### config.mk
export PLATFORM = sky130hd
export DESIGN_NAME = packed_text_string_decoder_top
export DESIGN_NICKNAME = d
export VERILOG_FILES = /design/src/design/ptsd_pkg.sv /design/src/design/packed_text_string_decoder_top.sv /design/src/design/ptsd_front.sv /design/src/design/ptsd_queue.sv /design/src/design/ptsd_back.sv
export SDC_FILE = /design/constraint.sdc
export NUM_CORES = 1
export LEC_CHECK = 0
export ABC_AREA = 1
export BUFFER_PORTS_ARGS = -buffer_cell sky130_fd_sc_hd__buf_2
export CAP_MARGIN = 10
export CORE_MARGIN = 2
export CORE_UTILIZATION = 60
export DETAILED_ROUTE_END_ITERATION = 16
export HOLD_SLACK_MARGIN = 0.1
export PLACE_DENSITY_LB_ADDON = 0.15
export SLEW_MARGIN = 20
export SYNTH_ARGS = -nofsm -noshare
export SYNTH_HDL_FRONTEND = slang
export SYNTH_SLANG_ARGS = --single-unit
### constraint.sdc
create_clock -name i_clk -period 9.4 [get_ports i_clk]
set_clock_uncertainty 0.1 [all_clocks]
set_input_delay 1.88 -clock i_clk [delete_from_list [all_inputs] [get_ports i_clk]]
set_output_delay 1.88 -clock i_clk [all_outputs]
set_load 0.01 [all_outputs]
### src/design/ptsd_pkg.sv
`timescale 1ns / 1ps

package ptsd_pkg;

    typedef struct packed {
        logic [7:0] data_byte;
        logic       string_start;
        logic [2:0] skip_bits;
        logic       upper_only;
    } t_in_item;

    typedef struct packed {
        logic [7:0] char_code;
        logic       end_of_string;
    } t_out_item;

    // characters decoded from one byte, one or two of them
    typedef struct packed {
        logic      two;
        t_out_item first;
        t_out_item second;
    } t_pair;

    // working buffer: at most five leftover bits plus one new byte
    localparam int WORK_W      = 13;
    localparam int WORK_CNT_W  = 4;
    localparam int STORE_W     = 5;
    localparam int STORE_CNT_W = 3;
    localparam int EXTRACT_MAX = 3;

    localparam int QUEUE_DEPTH = 4;
    localparam int QUEUE_AW    = 2;

    localparam logic [3:0] SHORT_W  = 4'd5;
    localparam logic [3:0] LONG_W   = 4'd6;
    localparam logic [3:0] ESCAPE_W = 4'd4;

    localparam logic [5:0] CODE_LAST_UPPER  = 6'd25;
    localparam logic [5:0] CODE_DASH        = 6'd26;
    localparam logic [5:0] CODE_UNDERSCORE  = 6'd27;
    localparam logic [5:0] CODE_PERCENT     = 6'd28;
    localparam logic [5:0] CODE_SPACE       = 6'd29;
    localparam logic [5:0] CODE_SLASH       = 6'd30;
    localparam logic [5:0] CODE_TERM        = 6'd31;
    localparam logic [5:0] CODE_FIRST_LOWER = 6'd32;
    localparam logic [5:0] CODE_LAST_LOWER  = 6'd57;
    localparam logic [5:0] CODE_LPAREN      = 6'd58;
    localparam logic [5:0] CODE_RPAREN      = 6'd59;
    localparam logic [5:0] CODE_AMP         = 6'd60;
    localparam logic [5:0] CODE_PLUS        = 6'd61;
    localparam logic [5:0] CODE_COMMA       = 6'd62;
    localparam logic [5:0] CODE_ESC         = 6'd63;

    localparam logic [3:0] ESC_LAST_DIGIT = 4'd9;
    localparam logic [3:0] ESC_DOT        = 4'd10;
    localparam logic [3:0] ESC_APOS       = 4'd11;

    localparam logic [7:0] CHAR_UPPER_A = 8'h41;
    localparam logic [7:0] CHAR_LOWER_A = 8'h61;
    localparam logic [7:0] CHAR_ZERO    = 8'h30;
    localparam logic [7:0] CHAR_UNKNOWN = 8'h3F;
    localparam logic [7:0] CHAR_NUL     = 8'h00;

    function automatic logic [7:0] map_code(input logic [5:0] x);
        logic [7:0] ch;
        ch = CHAR_UNKNOWN;
        if (x <= CODE_LAST_UPPER) begin
            ch = CHAR_UPPER_A + {2'b00, x};
        end else if (x >= CODE_FIRST_LOWER && x <= CODE_LAST_LOWER) begin
            ch = CHAR_LOWER_A + {2'b00, x - CODE_FIRST_LOWER};
        end else begin
            case (x)
                CODE_DASH:       ch = 8'h2D;
                CODE_UNDERSCORE: ch = 8'h5F;
                CODE_PERCENT:    ch = 8'h25;
                CODE_SPACE:      ch = 8'h20;
                CODE_SLASH:      ch = 8'h2F;
                CODE_TERM:       ch = CHAR_NUL;
                CODE_LPAREN:     ch = 8'h28;
                CODE_RPAREN:     ch = 8'h29;
                CODE_AMP:        ch = 8'h26;
                CODE_PLUS:       ch = 8'h2B;
                CODE_COMMA:      ch = 8'h2C;
                default:         ch = CHAR_UNKNOWN;
            endcase
        end
        return ch;
    endfunction

    function automatic logic [7:0] map_escape(input logic [3:0] x);
        logic [7:0] ch;
        ch = CHAR_UNKNOWN;
        if (x <= ESC_LAST_DIGIT) begin
            ch = CHAR_ZERO + {4'b0000, x};
        end else if (x == ESC_DOT) begin
            ch = 8'h2E;
        end else if (x == ESC_APOS) begin
            ch = 8'h27;
        end
        return ch;
    endfunction

endpackage

### src/design/packed_text_string_decoder_top.sv
`timescale 1ns / 1ps

// packed text string decoder
// input queue port: one stream byte per transfer (push while full is low), with
// string_start, skip_bits and upper_only qualifying the first byte of a string.
// result queue port: one ascii character per transfer (pop while empty is low);
// end_of_string marks the terminating nul, after which bytes are dropped until
// the next string_start.
// one byte is taken every cycle while the 4-entry queue of character pairs has
// room; the byte's one or two characters are worked out in the cycle it is
// transferred; characters go through the queue, then the output register.
// throughput: one byte per cycle in while full is low, one character per cycle
// out while pop is high; a byte that yields two characters holds the output
// register for two transfers.
// when pop stays low the queue fills and full rises after five bytes that
// produce characters (one waits in the output register, four in the queue);
// bytes without characters still need full low.
// reset clears the bit buffer, the string state, the queue count and pointers
// and the output valid flag; empty is high and full is low right after reset.
module packed_text_string_decoder_top (
    input  logic                i_clk,
    input  logic                i_rst_n,
    input  logic                push,
    output logic                full,
    input  ptsd_pkg::t_in_item  i_item,
    input  logic                pop,
    output logic                empty,
    output ptsd_pkg::t_out_item o_result
);
    import ptsd_pkg::*;

    logic  accept;
    logic  emit;
    t_pair front_pair;
    t_pair q_pair;
    logic  q_empty;
    logic  q_full;
    logic  q_pop;

    assign full   = q_full;
    assign accept = push && !q_full;

    ptsd_front u_front (
        .i_clk    (i_clk),
        .i_rst_n  (i_rst_n),
        .i_accept (accept),
        .i_item   (i_item),
        .o_emit   (emit),
        .o_pair   (front_pair)
    );

    ptsd_queue u_queue (
        .i_clk   (i_clk),
        .i_rst_n (i_rst_n),
        .i_push  (emit),
        .i_pair  (front_pair),
        .i_pop   (q_pop),
        .o_pair  (q_pair),
        .o_empty (q_empty),
        .o_full  (q_full)
    );

    ptsd_back u_back (
        .i_clk     (i_clk),
        .i_rst_n   (i_rst_n),
        .i_q_pair  (q_pair),
        .i_q_empty (q_empty),
        .o_q_pop   (q_pop),
        .i_pop     (pop),
        .o_empty   (empty),
        .o_result  (o_result)
    );

endmodule

### src/design/ptsd_front.sv
`timescale 1ns / 1ps

module ptsd_front (
    input  logic               i_clk,
    input  logic               i_rst_n,
    input  logic               i_accept,
    input  ptsd_pkg::t_in_item i_item,
    output logic               o_emit,
    output ptsd_pkg::t_pair    o_pair
);
    import ptsd_pkg::*;

    logic [STORE_W-1:0]     r_store, n_store;
    logic [STORE_CNT_W-1:0] r_held, n_held;
    logic                   r_esc, n_esc;
    logic                   r_short, n_short;
    logic                   r_active, n_active;

    always_comb begin
        logic [WORK_W-1:0]     v;
        logic [WORK_CNT_W-1:0] h;
        logic [WORK_CNT_W-1:0] w;
        logic [5:0]            x6;
        logic [3:0]            x4;
        logic                  esc;
        logic                  sc;
        logic                  active;
        logic                  done;
        logic                  emit_now;
        logic [1:0]            cnt;
        t_out_item             res;

        n_store  = r_store;
        n_held   = r_held;
        n_esc    = r_esc;
        n_short  = r_short;
        n_active = r_active;
        o_emit   = 1'b0;
        o_pair   = '0;

        v        = WORK_W'(r_store);
        h        = WORK_CNT_W'(r_held);
        esc      = r_esc;
        sc       = r_short;
        active   = r_active;
        done     = 1'b0;
        cnt      = 2'd0;
        w        = LONG_W;
        x6       = '0;
        x4       = '0;
        emit_now = 1'b0;
        res      = '0;

        if (i_accept && (i_item.string_start || r_active)) begin
            if (i_item.string_start) begin
                v      = WORK_W'(i_item.data_byte >> i_item.skip_bits);
                h      = WORK_CNT_W'(4'd8 - {1'b0, i_item.skip_bits});
                esc    = 1'b0;
                sc     = i_item.upper_only;
                active = 1'b1;
            end else begin
                v = WORK_W'(r_store) | (WORK_W'(i_item.data_byte) << r_held);
                h = WORK_CNT_W'(r_held) + WORK_CNT_W'(8);
            end

            // at most three extractions fit in the bits of one byte step
            for (int k = 0; k < EXTRACT_MAX; k++) begin
                emit_now = 1'b0;
                if (!done && active && cnt != 2'd2) begin
                    if (esc) begin
                        if (h < ESCAPE_W) begin
                            done = 1'b1;
                        end else begin
                            x4       = v[3:0];
                            v        = v >> ESCAPE_W;
                            h        = h - ESCAPE_W;
                            esc      = 1'b0;
                            res      = '{char_code: map_escape(x4), end_of_string: 1'b0};
                            emit_now = 1'b1;
                        end
                    end else begin
                        w = sc ? SHORT_W : LONG_W;
                        if (h < w) begin
                            done = 1'b1;
                        end else begin
                            x6 = sc ? {1'b0, v[4:0]} : v[5:0];
                            v  = v >> w;
                            h  = h - w;
                            if (x6 == CODE_ESC) begin
                                esc = 1'b1;
                            end else begin
                                res      = '{char_code: map_code(x6),
                                             end_of_string: (x6 == CODE_TERM)};
                                emit_now = 1'b1;
                                if (x6 == CODE_TERM) begin
                                    active = 1'b0;
                                    v      = '0;
                                    h      = '0;
                                    esc    = 1'b0;
                                end
                            end
                        end
                    end
                end
                if (emit_now) begin
                    if (cnt == 2'd0) begin
                        o_pair.first = res;
                    end else begin
                        o_pair.second = res;
                    end
                    cnt = cnt + 2'd1;
                end
            end

            n_store  = v[STORE_W-1:0];
            n_held   = h[STORE_CNT_W-1:0];
            n_esc    = esc;
            n_short  = sc;
            n_active = active;
            o_emit   = (cnt != 2'd0);
            o_pair.two = (cnt == 2'd2);
        end
    end

    always_ff @(posedge i_clk) begin
        if (!i_rst_n) begin
            r_store  <= '0;
            r_held   <= '0;
            r_esc    <= 1'b0;
            r_short  <= 1'b0;
            r_active <= 1'b0;
        end else begin
            r_store  <= n_store;
            r_held   <= n_held;
            r_esc    <= n_esc;
            r_short  <= n_short;
            r_active <= n_active;
        end
    end

    a_held_bound: assert property (@(posedge i_clk) disable iff (!i_rst_n)
        r_held <= STORE_CNT_W'(STORE_W))
        else $error("bit buffer holds more leftover bits than it can");

    a_idle_clean: assert property (@(posedge i_clk) disable iff (!i_rst_n)
        !r_active |-> (r_held == '0 && !r_esc))
        else $error("idle decoder keeps buffered bits or a pending escape");

    a_esc_long: assert property (@(posedge i_clk) disable iff (!i_rst_n)
        r_esc |-> !r_short)
        else $error("escape pending in 5-bit mode");

endmodule

### src/design/ptsd_queue.sv
`timescale 1ns / 1ps

module ptsd_queue (
    input  logic            i_clk,
    input  logic            i_rst_n,
    input  logic            i_push,
    input  ptsd_pkg::t_pair i_pair,
    input  logic            i_pop,
    output ptsd_pkg::t_pair o_pair,
    output logic            o_empty,
    output logic            o_full
);
    import ptsd_pkg::*;

    t_pair                r_mem [QUEUE_DEPTH];
    logic [QUEUE_AW-1:0]  r_wr, n_wr;
    logic [QUEUE_AW-1:0]  r_rd, n_rd;
    logic [QUEUE_AW:0]    r_count, n_count;
    logic                 do_push;
    logic                 do_pop;

    assign o_empty = (r_count == '0);
    assign o_full  = (r_count == (QUEUE_AW + 1)'(QUEUE_DEPTH));
    assign o_pair  = r_mem[r_rd];
    assign do_push = i_push && !o_full;
    assign do_pop  = i_pop && !o_empty;

    always_comb begin
        n_wr    = do_push ? r_wr + 1'b1 : r_wr;
        n_rd    = do_pop ? r_rd + 1'b1 : r_rd;
        n_count = r_count + (QUEUE_AW + 1)'(do_push) - (QUEUE_AW + 1)'(do_pop);
    end

    always_ff @(posedge i_clk) begin
        if (do_push) begin
            r_mem[r_wr] <= i_pair;
        end
    end

    always_ff @(posedge i_clk) begin
        if (!i_rst_n) begin
            r_wr    <= '0;
            r_rd    <= '0;
            r_count <= '0;
        end else begin
            r_wr    <= n_wr;
            r_rd    <= n_rd;
            r_count <= n_count;
        end
    end

    a_count_bound: assert property (@(posedge i_clk) disable iff (!i_rst_n)
        r_count <= (QUEUE_AW + 1)'(QUEUE_DEPTH))
        else $error("queue count beyond depth");

endmodule

### src/design/ptsd_back.sv
`timescale 1ns / 1ps

module ptsd_back (
    input  logic                i_clk,
    input  logic                i_rst_n,
    input  ptsd_pkg::t_pair     i_q_pair,
    input  logic                i_q_empty,
    output logic                o_q_pop,
    input  logic                i_pop,
    output logic                o_empty,
    output ptsd_pkg::t_out_item o_result
);
    import ptsd_pkg::*;

    t_pair r_pair;
    logic  r_valid, n_valid;
    logic  r_idx, n_idx;
    logic  take;
    logic  last_sub;
    logic  load;

    assign take     = r_valid && i_pop;
    assign last_sub = !r_pair.two || r_idx;
    // fill the output register from the queue when empty or on its last take
    assign load     = !i_q_empty && (!r_valid || (take && last_sub));
    assign o_q_pop  = load;
    assign o_empty  = !r_valid;
    assign o_result = r_idx ? r_pair.second : r_pair.first;

    always_comb begin
        n_valid = r_valid;
        n_idx   = r_idx;
        if (load) begin
            n_valid = 1'b1;
            n_idx   = 1'b0;
        end else if (take) begin
            if (last_sub) begin
                n_valid = 1'b0;
                n_idx   = 1'b0;
            end else begin
                n_idx = 1'b1;
            end
        end
    end

    always_ff @(posedge i_clk) begin
        if (load) begin
            r_pair <= i_q_pair;
        end
    end

    always_ff @(posedge i_clk) begin
        if (!i_rst_n) begin
            r_valid <= 1'b0;
            r_idx   <= 1'b0;
        end else begin
            r_valid <= n_valid;
            r_idx   <= n_idx;
        end
    end

    a_second_valid: assert property (@(posedge i_clk) disable iff (!i_rst_n)
        r_idx |-> (r_valid && r_pair.two))
        else $error("second character selected from a single-character entry");

endmodule
; After elaboration in Yosys (flattened, before gate mapping)
; Memory sizes are Yosys's and may differ from the RTL's. A register that Yosys moved wholly into a read port is not among the register bits.
; Index checks and enable logic that the tools add are counted.
[totals]
in_bits = 17
reg_bits = 20
mem_bits_rw = 76
n_memories = 1
output_inout_bits = 11
elab_cells = 309
[mem_list]
columns = memory, depth, word_bits, read_ports, rd_clocked_by_memory_dff, write_ports, line
row1 = u_queue.r_mem, 4, 19, 1, 1, 1, ptsd_queue.sv:15  ; t_pair r_mem [QUEUE_DEPTH];
[op_classes]
muxes = 170
addsub = 26
n_reduce_logical = 31
shifts = 5
n_lt_le_gt_ge = 18
bitwise_logic = 2
n_eq_ne = 46
[ops]
columns = operator, count
row1 = $pmux W7 S11, 3
row2 = $mux W13, 16
row3 = $mux W9, 20
row4 = $eq A6 B5 Y1 const B, 18
row5 = $eq A6 B6 Y1 const B, 18
row6 = $mux W8, 12
row7 = $mux W1, 75
row8 = $mux W4, 16
row9 = $mux W18, 3
row10 = $add A7 B6 Y8 const A, 6
row11 = $mux W5, 9
row12 = $shr A13 B3 Y13, 2
row13 = $eq A4 B4 Y1 const B, 6
row14 = $add A6 B4 Y7 const A, 3
row15 = $mux W19, 1
row16 = $ge A6 B6 Y1 const B, 3
row17 = $le A6 B5 Y1 const B, 3
row18 = $le A6 B6 Y1 const B, 3
row19 = $mux W3, 6
row20 = $mux W6, 3
row21 = $sub A6 B6 Y6 const B, 3
row22 = $logic_and A1 B1 Y1, 14
row23 = $or A5 B13 Y13, 1
row24 = $shl A8 B3 Y13, 1
row25 = other kinds (26), 53

; Depth between registers and ports, before layout
; Gate-level depths: netlist of run 1.
[logic_depth]
ltp_word = 35
depth_mapped = 41
ltp_nobuf = 39

; Modules after synthesis
; A second synthesis of run 1 with hierarchy kept.
[hier_totals]
cells_unflattened = 1181
hier_area_um2 = 8901.0
[by_module_without_submodules]
columns = mod, seq_area_each_um2, cells_per_inst, area_each_um2, n_inst
row1 = ptsd_front, 220.2, 865, 4753.3, 1
row2 = ptsd_queue, 2462.4, 252, 3340.7, 1
row3 = ptsd_back, 610.6, 62, 797.0, 1
row4 = packed_text_string_decoder_top, 0.0, 2, 10.0, 1

; Worst setup path before layout of run 1
; No wires, ideal clock.
[synth_path]
path_type = in2reg
startpoint = input i_item[4] (netlist name)
endpoint = memory u_queue.r_mem[0][0] (netlist name) (enable)
path_slack_ps = 1662
t_required_ps = 8905
cell_stages = 35
n_path_buf = 2
arrival_ps = 7244
setup_time_ps = 395
cell_sequence = buf_6 -> inv_4 -> or2_1 -> o21ai_4 -> inv_2 -> buf_2 -> ha_1 -> inv_1 -> fa_1 -> inv_1 -> nor2_4 -> nor2_8 -> nor2_4 -> inv_2 -> nor2_2 -> inv_1 -> nor2_1 -> a21oi_1 -> ha_1 -> inv_1 -> fa_1 -> nand3_2 -> nand2_4 -> nand2_4 -> nor2_4 -> or2_2 -> o31ai_1 -> inv_1 -> ha_1 -> fa_1 -> nand3_2 -> nand4_2 -> nand2_2 -> o21ai_4 -> nor2_1
[synth_via]
elab_chain_len = 32
elab_cells_between_ends = 133
classes_between = add/sub: 6 / order compare: 6 / eq/ne: 7 / shift: 2 / mux: 102 / reduce/logical: 10
[synth_rtl]
columns = item, line
row1 = from (decl), packed_text_string_decoder_top.sv:25  ; input ptsd_pkg::t_in_item i_item,
row2 = branches (longest 28 deep; another with $sub A4 B3 Y4), n/a
row3 = $mux W1 *, ptsd_front.sv:54  ; if (i_accept && (i_item.string_start || r_active)) begin
row4 = $logic_and A1 B1 Y1 *, ptsd_queue.sv:25  ; assign do_push = i_push && !o_full;
row5 = $mux W1 *, ptsd_queue.sv:35  ; if (do_push) begin
row6 = $mux W1 (not written as such) *, ptsd_queue.sv:36  ; r_mem[r_wr] <= i_pair;
row7 = to (decl), ptsd_queue.sv:15
; Every way passes the cells marked *. The select of a mux whose other input is x is not followed.

; Worst setup path in the final report of run 1
[layout_path]
startpoint = input i_item[4] (netlist name)
endpoint = register u_queue.r_count[2]
[layout_via]
elab_chain_len = 32
elab_cells_between_ends = 133
classes_between = add/sub: 8 / order compare: 6 / eq/ne: 7 / shift: 2 / mux: 100 / reduce/logical: 10
[layout_rtl]
columns = item, line
row1 = branches (longest 28 deep; another with $sub A4 B3 Y4), n/a
row2 = $mux W1 *, ptsd_front.sv:54
row3 = $logic_and A1 B1 Y1 *, ptsd_queue.sv:25
row4 = via u_queue.do_push, ptsd_queue.sv:19  ; logic do_push;
row5 = $add A3 B1 Y3 *, ptsd_queue.sv:31  ; n_count = r_count + (QUEUE_AW + 1)'(do_push) - (QUEUE_AW + 1)'(do_pop);
row6 = $sub A3 B1 Y3 *, ptsd_queue.sv:31
row7 = to (signal assigned), ptsd_queue.sv:48  ; r_count <= n_count;
row8 = to (decl), ptsd_queue.sv:18  ; logic [QUEUE_AW:0] r_count, n_count;
; Mark *: on every way through the listed nets, which the timed path passes. The select of a mux whose other input is x is not followed.
; A chain may end at the register's enable or synchronous reset.

==> flow_summary.yaml, run 1 <==
outcome:
  status: "complete, no violations"
yosys:
  synthFlopType: "edfxtp_1"
  synth_edf_count: 95
  async_flop_share_pct: 0
  postSynthCellCount: 1154
  avgSynthCellArea_um2: 7.46
  yosys_warnings: 0
  synth_area_mm2: 0.00860
  ys_ff_latch: 115
  ys_seq_area_share_pct: 37.8
  synth.distinct_cells: 60
timing:
  period_needed_ps: 8490
  timing.final.crit_share_pct: 90.3
  setup_viol: 0
  fin_tns_setup_ps: 0
  max_freq_mhz: 118
  tightest_slew_ps: 966
  hold_violations: 0
  rsz0062_at_grt: "false"
  relSlewSlack_pct: 35.2
  slew_violations: 0
floorplan:
  dieArea_mm2: 0.0153
  ios: 28
  start_util_pct: 61.7
  core-area_mm2: 0.0139
  die_x_um: 124
  die_height_um: 124
  core.rowCount: 43
clocking:
  cts_setup_buffers: 0
  clkLatencyLatePin_ps: 410
  root_buffer: "clkbuf_16"
  htreeDepth: 4
  cts_tree: "done"
  numCtsBuffers: 17
  cts_buffer_depth: 2
  cts.repair.resized: 0
  clk_pin_slew_ps: 50
  cts-hold-fix-buffers: 0
  cts_num_sinks: 115
hold_path:
  hold_class: "flip-flop to flip-flop"
drt:
  drc_errors: 0
  drt_iter0_markers: 688
  avgViaCountPerCell: 5.83
  top_layer: "met4"
  dr_total_vias: 8001
  wl_per_cell_um: 16.7
  wl_met3_mm: 1.44
  dr_wl_met2_mm: 11.1
  drt-pass1-iter-count: 5
  wl_mm: 22.9
  ant_nets: 0
  met1_length_mm: 9.75
grt:
  grt_pass1_wl_mm: 37.4
  grt_pass1_vias: 7400
  grt_antenna_before_repair: 0
  grt_max_degree: 42
  grt_overflow: 0
  grt_usage_pct: 31.5
place:
  dp.final_hpwl_mm: 16.9
  gp_congestion: 1.01
  io_buffers: 27
power_and_ir_drop:
  peakVddDrop_mv: 0.161
  power_density_mw_per_mm2: 251
  total_power_w: 0.00238
  leakage_nw: 4.08
critical_path:
  critical_path.endpoint_type: "flip-flop"
  crit_top_cell: "inv_1"
  crit_type: "input pin to flip-flop"
  startpoint_type: "input pin"
  critPathSlowestCell: "fa_1"
  arrival_ps: 8680
  cp_num_buf_inv: 11
  worst-path-max-fanout: 19
  critPathTopFamily: "adder cells"
  critPathRequiredTime_ps: 9590
  critPathMaxStageDelay_ps: 420
layout:
  n_antenna_cell: 0
  regArea_mm2: 0.00325
  nFillCells: 1157
  layout.nets: 1224
  multi_input_area_mm2: 0.00465
  drive_gt1_share_pct: 15.9
  area_growth_pct: 10.4
job:
  max-cap-violations: 0
-- worst register-to-register path: cells and delay by family (launching register included) --
| family | cells | cell delay (ps) |
|---|---|---|
| xor+xnor | 1 | 160 |
| buf+inv | 9 | 1050 |
| flops | 1 | 330 |
| simple gates | 14 | 1690 |
| compound gates | 4 | 1240 |
| fa+ha+maj | 8 | 2180 |
-- metrics by stage --
stage          instance area (um2)  hold WS, ps  setup slack, ps  cells  utilization, %
2_1_floorplan                 8630          337             1660   1161               -
3_3_place_gp                  8870          372              919   1341            63.7
3_5_place_dp                  8870          373              587   1341            63.7
4_1_cts                       9490          381             1000   1373            68.1
5_1_grt                       9500          405              404   1373            68.1
6_report                      9500          382              911   1373            68.1
-- cell usage in the layout, fill, tap and decap left out, drive strengths merged, types with 2 or more instances in the layout --
cell | Yosys | layout
a211oi | 4 | 4
a21oi | 58 | 58
a31oi | 11 | 11
and2 | 2 | 2
buf | 15 | 35
bufinv | 0 | 3
clkbuf | 20 | 24
clkinv | 3 | 8
conb | 1 | 8
dfxtp | 20 | 20
edfxtp | 95 | 95
fa | 4 | 4
ha | 23 | 23
inv | 140 | 139
nand2 | 306 | 306
nand3 | 105 | 105
nand4 | 17 | 17
nor2 | 147 | 147
nor3 | 8 | 8
o2111ai | 3 | 3
o211ai | 10 | 10
o21ai | 114 | 114
o22ai | 21 | 21
o31ai | 5 | 5
or2 | 6 | 6
xor2 | 6 | 6
-- flip-flops by register name, summed over array words and instances (netlist names) --
signal            cells
u_back.r_idx          1
u_front.r_short       1
u_queue.r_mem        76
u_back.r_valid        1
u_front.r_esc         1
u_queue.r_wr          2
u_front.r_active      1
u_front.r_store       5
u_back.r_pair        19
u_queue.r_count       3
u_queue.r_rd          2
u_front.r_held        3
-- logic make-up after synthesis --
family	share of synthesized area, %
AO/OA/AOI/OAI	15.7
XOR/XNOR	0.611
adder cells (fa/ha/maj)	4.28
flip-flops	37.8
other	0.0436
AND/OR/NAND/NOR	32.8
buffers and inverters	8.68
-- final timing paths --
path,startpoint,endpoint,slack (ps),depth (start not counted)
worst max register to register,u_front.r_short,u_queue.r_count[2],2510,36
worst min-delay path,u_front.r_active,u_front.r_active,380,2
worst max-delay path,i_item[4],u_queue.r_count[2],910,39
worst min register to register,u_front.r_active,u_front.r_active,380,2
-- Yosys cell counts, drive strengths merged, types with 11 or more instances --
cell	n	share of area (%)
nand2	306	15
nor2	147	7.7
inv	140	6.2
o21ai	114	7.1
nand3	105	7.5
edfxtp	95	33
a21oi	58	3.6
ha	23	3.3
o22ai	21	1.5
clkbuf	20	0.87
dfxtp	20	4.7
nand4	17	1.3
buf	15	1.3
a31oi	11	0.80
-- metal layers --
metal,up-vias,global-route usage (%)
met5,-,0
met4,0,10.8
met3,45,4.62
met2,358,53.7
met1,3675,41.0
li1,3923,-
-- cell type report --
class / count / area share [%]
flip-flops and latches: 115 / 34.3
multi-input cells: 868 / 49.0
well taps: 180 / 2.37
clock buffers: 24 / 5.18
clock inverters: 8 / 1.32
repair buffers: 35 / 2.06
inverters: 143 / 5.86
-- where the power goes --
| group | leakage (nW) | internal (W) | switching [W] | total [W] |
|---|---|---|---|---|
| sequential | 0.963 | 0.000675 | 0.0000452 | 0.000720 |
| clock | 0.300 | 0.000444 | 0.000210 | 0.000654 |
| combinational | 2.82 | 0.000299 | 0.000708 | 0.00101 |
| total | 4.08 | 0.00142 | 0.000963 | 0.00238 |
Power figures use the tool's default switching activity.
==> run 2: changes to the inputs <==
- SYNTH_HIERARCHICAL: unset -> 1
- clock period: 9.4 -> 8.3 ns (I/O delays scaled with it)
==> flow_summary.yaml, run 2 <==
layout:
  final_cell_mix: "274 x nand2_1, 136 x nor2_1, 109 x inv_1, 95 x edfxtp_1, 88 x nand3_1"
  largest_reg_flops: 76
  regMostFlops: "u_queue/r_mem"
  n_antenna_cell: 0
  layout_commonest_cell: "nand2_1"
  area_growth_pct: 10.1
  biggestRegsByFlops: "u_queue/r_mem: 76 flops, u_back/r_pair: 19 flops, u_front/r_store: 5 flops"
  layout.nets: 1265
  nFillCells: 1203
  drive_gt1_share_pct: 17.1
timing:
  setup_viol: 0
  tightest_slew_ps: 653
  timing.final.crit_share_pct: 92.5
  rsz0062_at_grt: "false"
  slew_violations: 0
  relSlewSlack_pct: 56.4
  hold_violations: 0
  worst_slack_ps: 619
  max_freq_mhz: 130
  fin_tns_setup_ps: 0
  period_needed_ps: 7680
yosys:
  postSynthCellCount: 1181
  synth.distinct_cells: 65
  synthFlopType: "edfxtp_1"
  synth_edf_count: 95
  ys_seq_area_share_pct: 37.0
  synth_commonest_cells: "274 x nand2_1, 140 x nor2_1, 109 x inv_1"
  synth.most_common_cell: "nand2_1"
  synth_area_leaders: "edfxtp_1 32%, nand2_1 12%, nor2_1 5.9%"
  yosysTopAreaCell: "edfxtp_1"
  synth.top_cell.area_share_pct: 32.0
  async_flop_share_pct: 0
  synth_area_mm2: 0.00890
  yosys_warnings: 6
  avgSynthCellArea_um2: 7.54
  ys_ff_latch: 117
drt:
  wl_per_cell_um: 17.2
  ant_nets: 0
  wl_met3_mm: 2.12
  top_layer: "met4"
  drc_errors: 0
  drt-pass1-iter-count: 6
  met1_length_mm: 9.98
  dr_total_vias: 8474
  drt_iter0_markers: 969
  wl_mm: 24.2
  dr_wl_met2_mm: 11.4
  avgViaCountPerCell: 6.00
grt:
  grt_antenna_before_repair: 0
  grt_pass1_vias: 7789
  grt_overflow: 0
  grt_pass1_wl_mm: 39.3
  grt_usage_pct: 30.9
  grt_max_degree: 40
floorplan:
  die_height_um: 126
  core-area_mm2: 0.0145
  core.rowCount: 44
  die_x_um: 126
  ios: 28
  dieArea_mm2: 0.0158
  start_util_pct: 61.2
place:
  io_buffers: 27
  dp.final_hpwl_mm: 17.6
  gp_congestion: 1.00
  dpl_worst_slack_ps: 240
clocking:
  root_buffer: "clkbuf_16"
  clkLatencyLatePin_ps: 410
  cts_num_sinks: 117
  htreeDepth: 4
  cts_buffer_depth: 2
  cts_tree: "done"
  numCtsBuffers: 17
  clk_pin_slew_ps: 50
  cts-hold-fix-buffers: 0
power_and_ir_drop:
  power_density_mw_per_mm2: 289
  peakVddDrop_mv: 0.211
  leakage_nw: 4.37
critical_path:
  reg2reg_slack_ps: 1560
  critPathSlowestCell: "fa_1"
  crit_top_cell: "inv_1"
  worst-path-max-fanout: 13
  crit_type: "input pin to flip-flop"
  critPathMaxStageDelay_ps: 500
  critical_path.endpoint_type: "flip-flop"
  startpoint_type: "input pin"
  critPathRequiredTime_ps: 8500
  arrival_ps: 7880
hold_path:
  hold_class: "flip-flop to flip-flop"
job:
  max-cap-violations: 0
outcome:
  status: "complete, no violations"
## run 2: cell types whose count changed in the layout (fill, tap and decap cells not counted), moves of 9 or more
cell     before  now
nor2_2       12   22
o21ai_1      24    8
buf_4         8   21
a21oi_1      54   63
nor2_1      123  136
## run 2: per-stage QoR
step           hold slack (ps)  cell area [um2]  total power, W  std cells  utilization, %
2_1_floorplan              330             8900         0.00176       1182               -
3_3_place_gp               360             9180         0.00207       1380            63.2
3_5_place_dp               375             9180         0.00207       1380            63.2
4_1_cts                    383             9800         0.00282       1412            67.4
5_1_grt                    415             9800         0.00302       1412            67.4
6_report                   380             9800         0.00284       1412            67.4
## run 2: cells by family after synthesis
family | Yosys count | synth area share (%)
simple gates | 617 | 32.7
compound gates | 233 | 15.9
buf+inv | 177 | 9.09
flops | 117 | 37.0
fa+ha+maj | 33 | 4.98
xor+xnor | 2 | 0.197
other cells | 1 | 0.0421
mux | 1 | 0.127
## run 2: final timing paths
| path | start | endpoint | cells after the start |
|---|---|---|---|
| max reg2reg | u_front/r_held[1] | u_queue/r_count[2] | 37 |
| min reg2reg | u_front/r_store[0] | u_front/r_store[0] | 2 |
| min | u_front/r_store[0] | u_front/r_store[0] | 2 |
| max | i_item[1] | u_queue/r_count[2] | 41 |
## run 2: final cells by class
cell class / count / area, um2 / share of cell area [%]
Multi-Input combinational cell: 888 / 4810 / 49.1
Clock buffer: 24 / 568 / 5.80
Inverter: 143 / 554 / 5.66
Tap cell: 184 / 230 / 2.35
Clock inverter: 8 / 50.0 / 0.511
Timing Repair Buffer: 48 / 293 / 2.99
Sequential cell: 117 / 3290 / 33.6
## run 2: worst max-delay path, delay by kind of cell
family          cells  cell delay, ps
simple gates       14            1220
buf+inv            11            1070
fa+ha+maj           9            2670
compound gates      6            1080
xor+xnor            1             170
## run 2: routing by layer
layer,track usage [%],vias to the layer above
met2,51.2,473
met5,0,-
met4,12.0,0
met3,4.93,65
met1,41.1,3892
li1,-,4044
## run 2: power by group
part	internal [W]	leakage (nW)	switching, W
registers	0.000778	1.06	0.0000490
clock network	0.000479	0.309	0.000256
logic	0.000384	3.00	0.000891
## run 2: what timing repair did
item / CTS / global route
setup buffers: 0 / 0
resized for setup: 0 / 1
setup endpoints to repair: 0 / 1
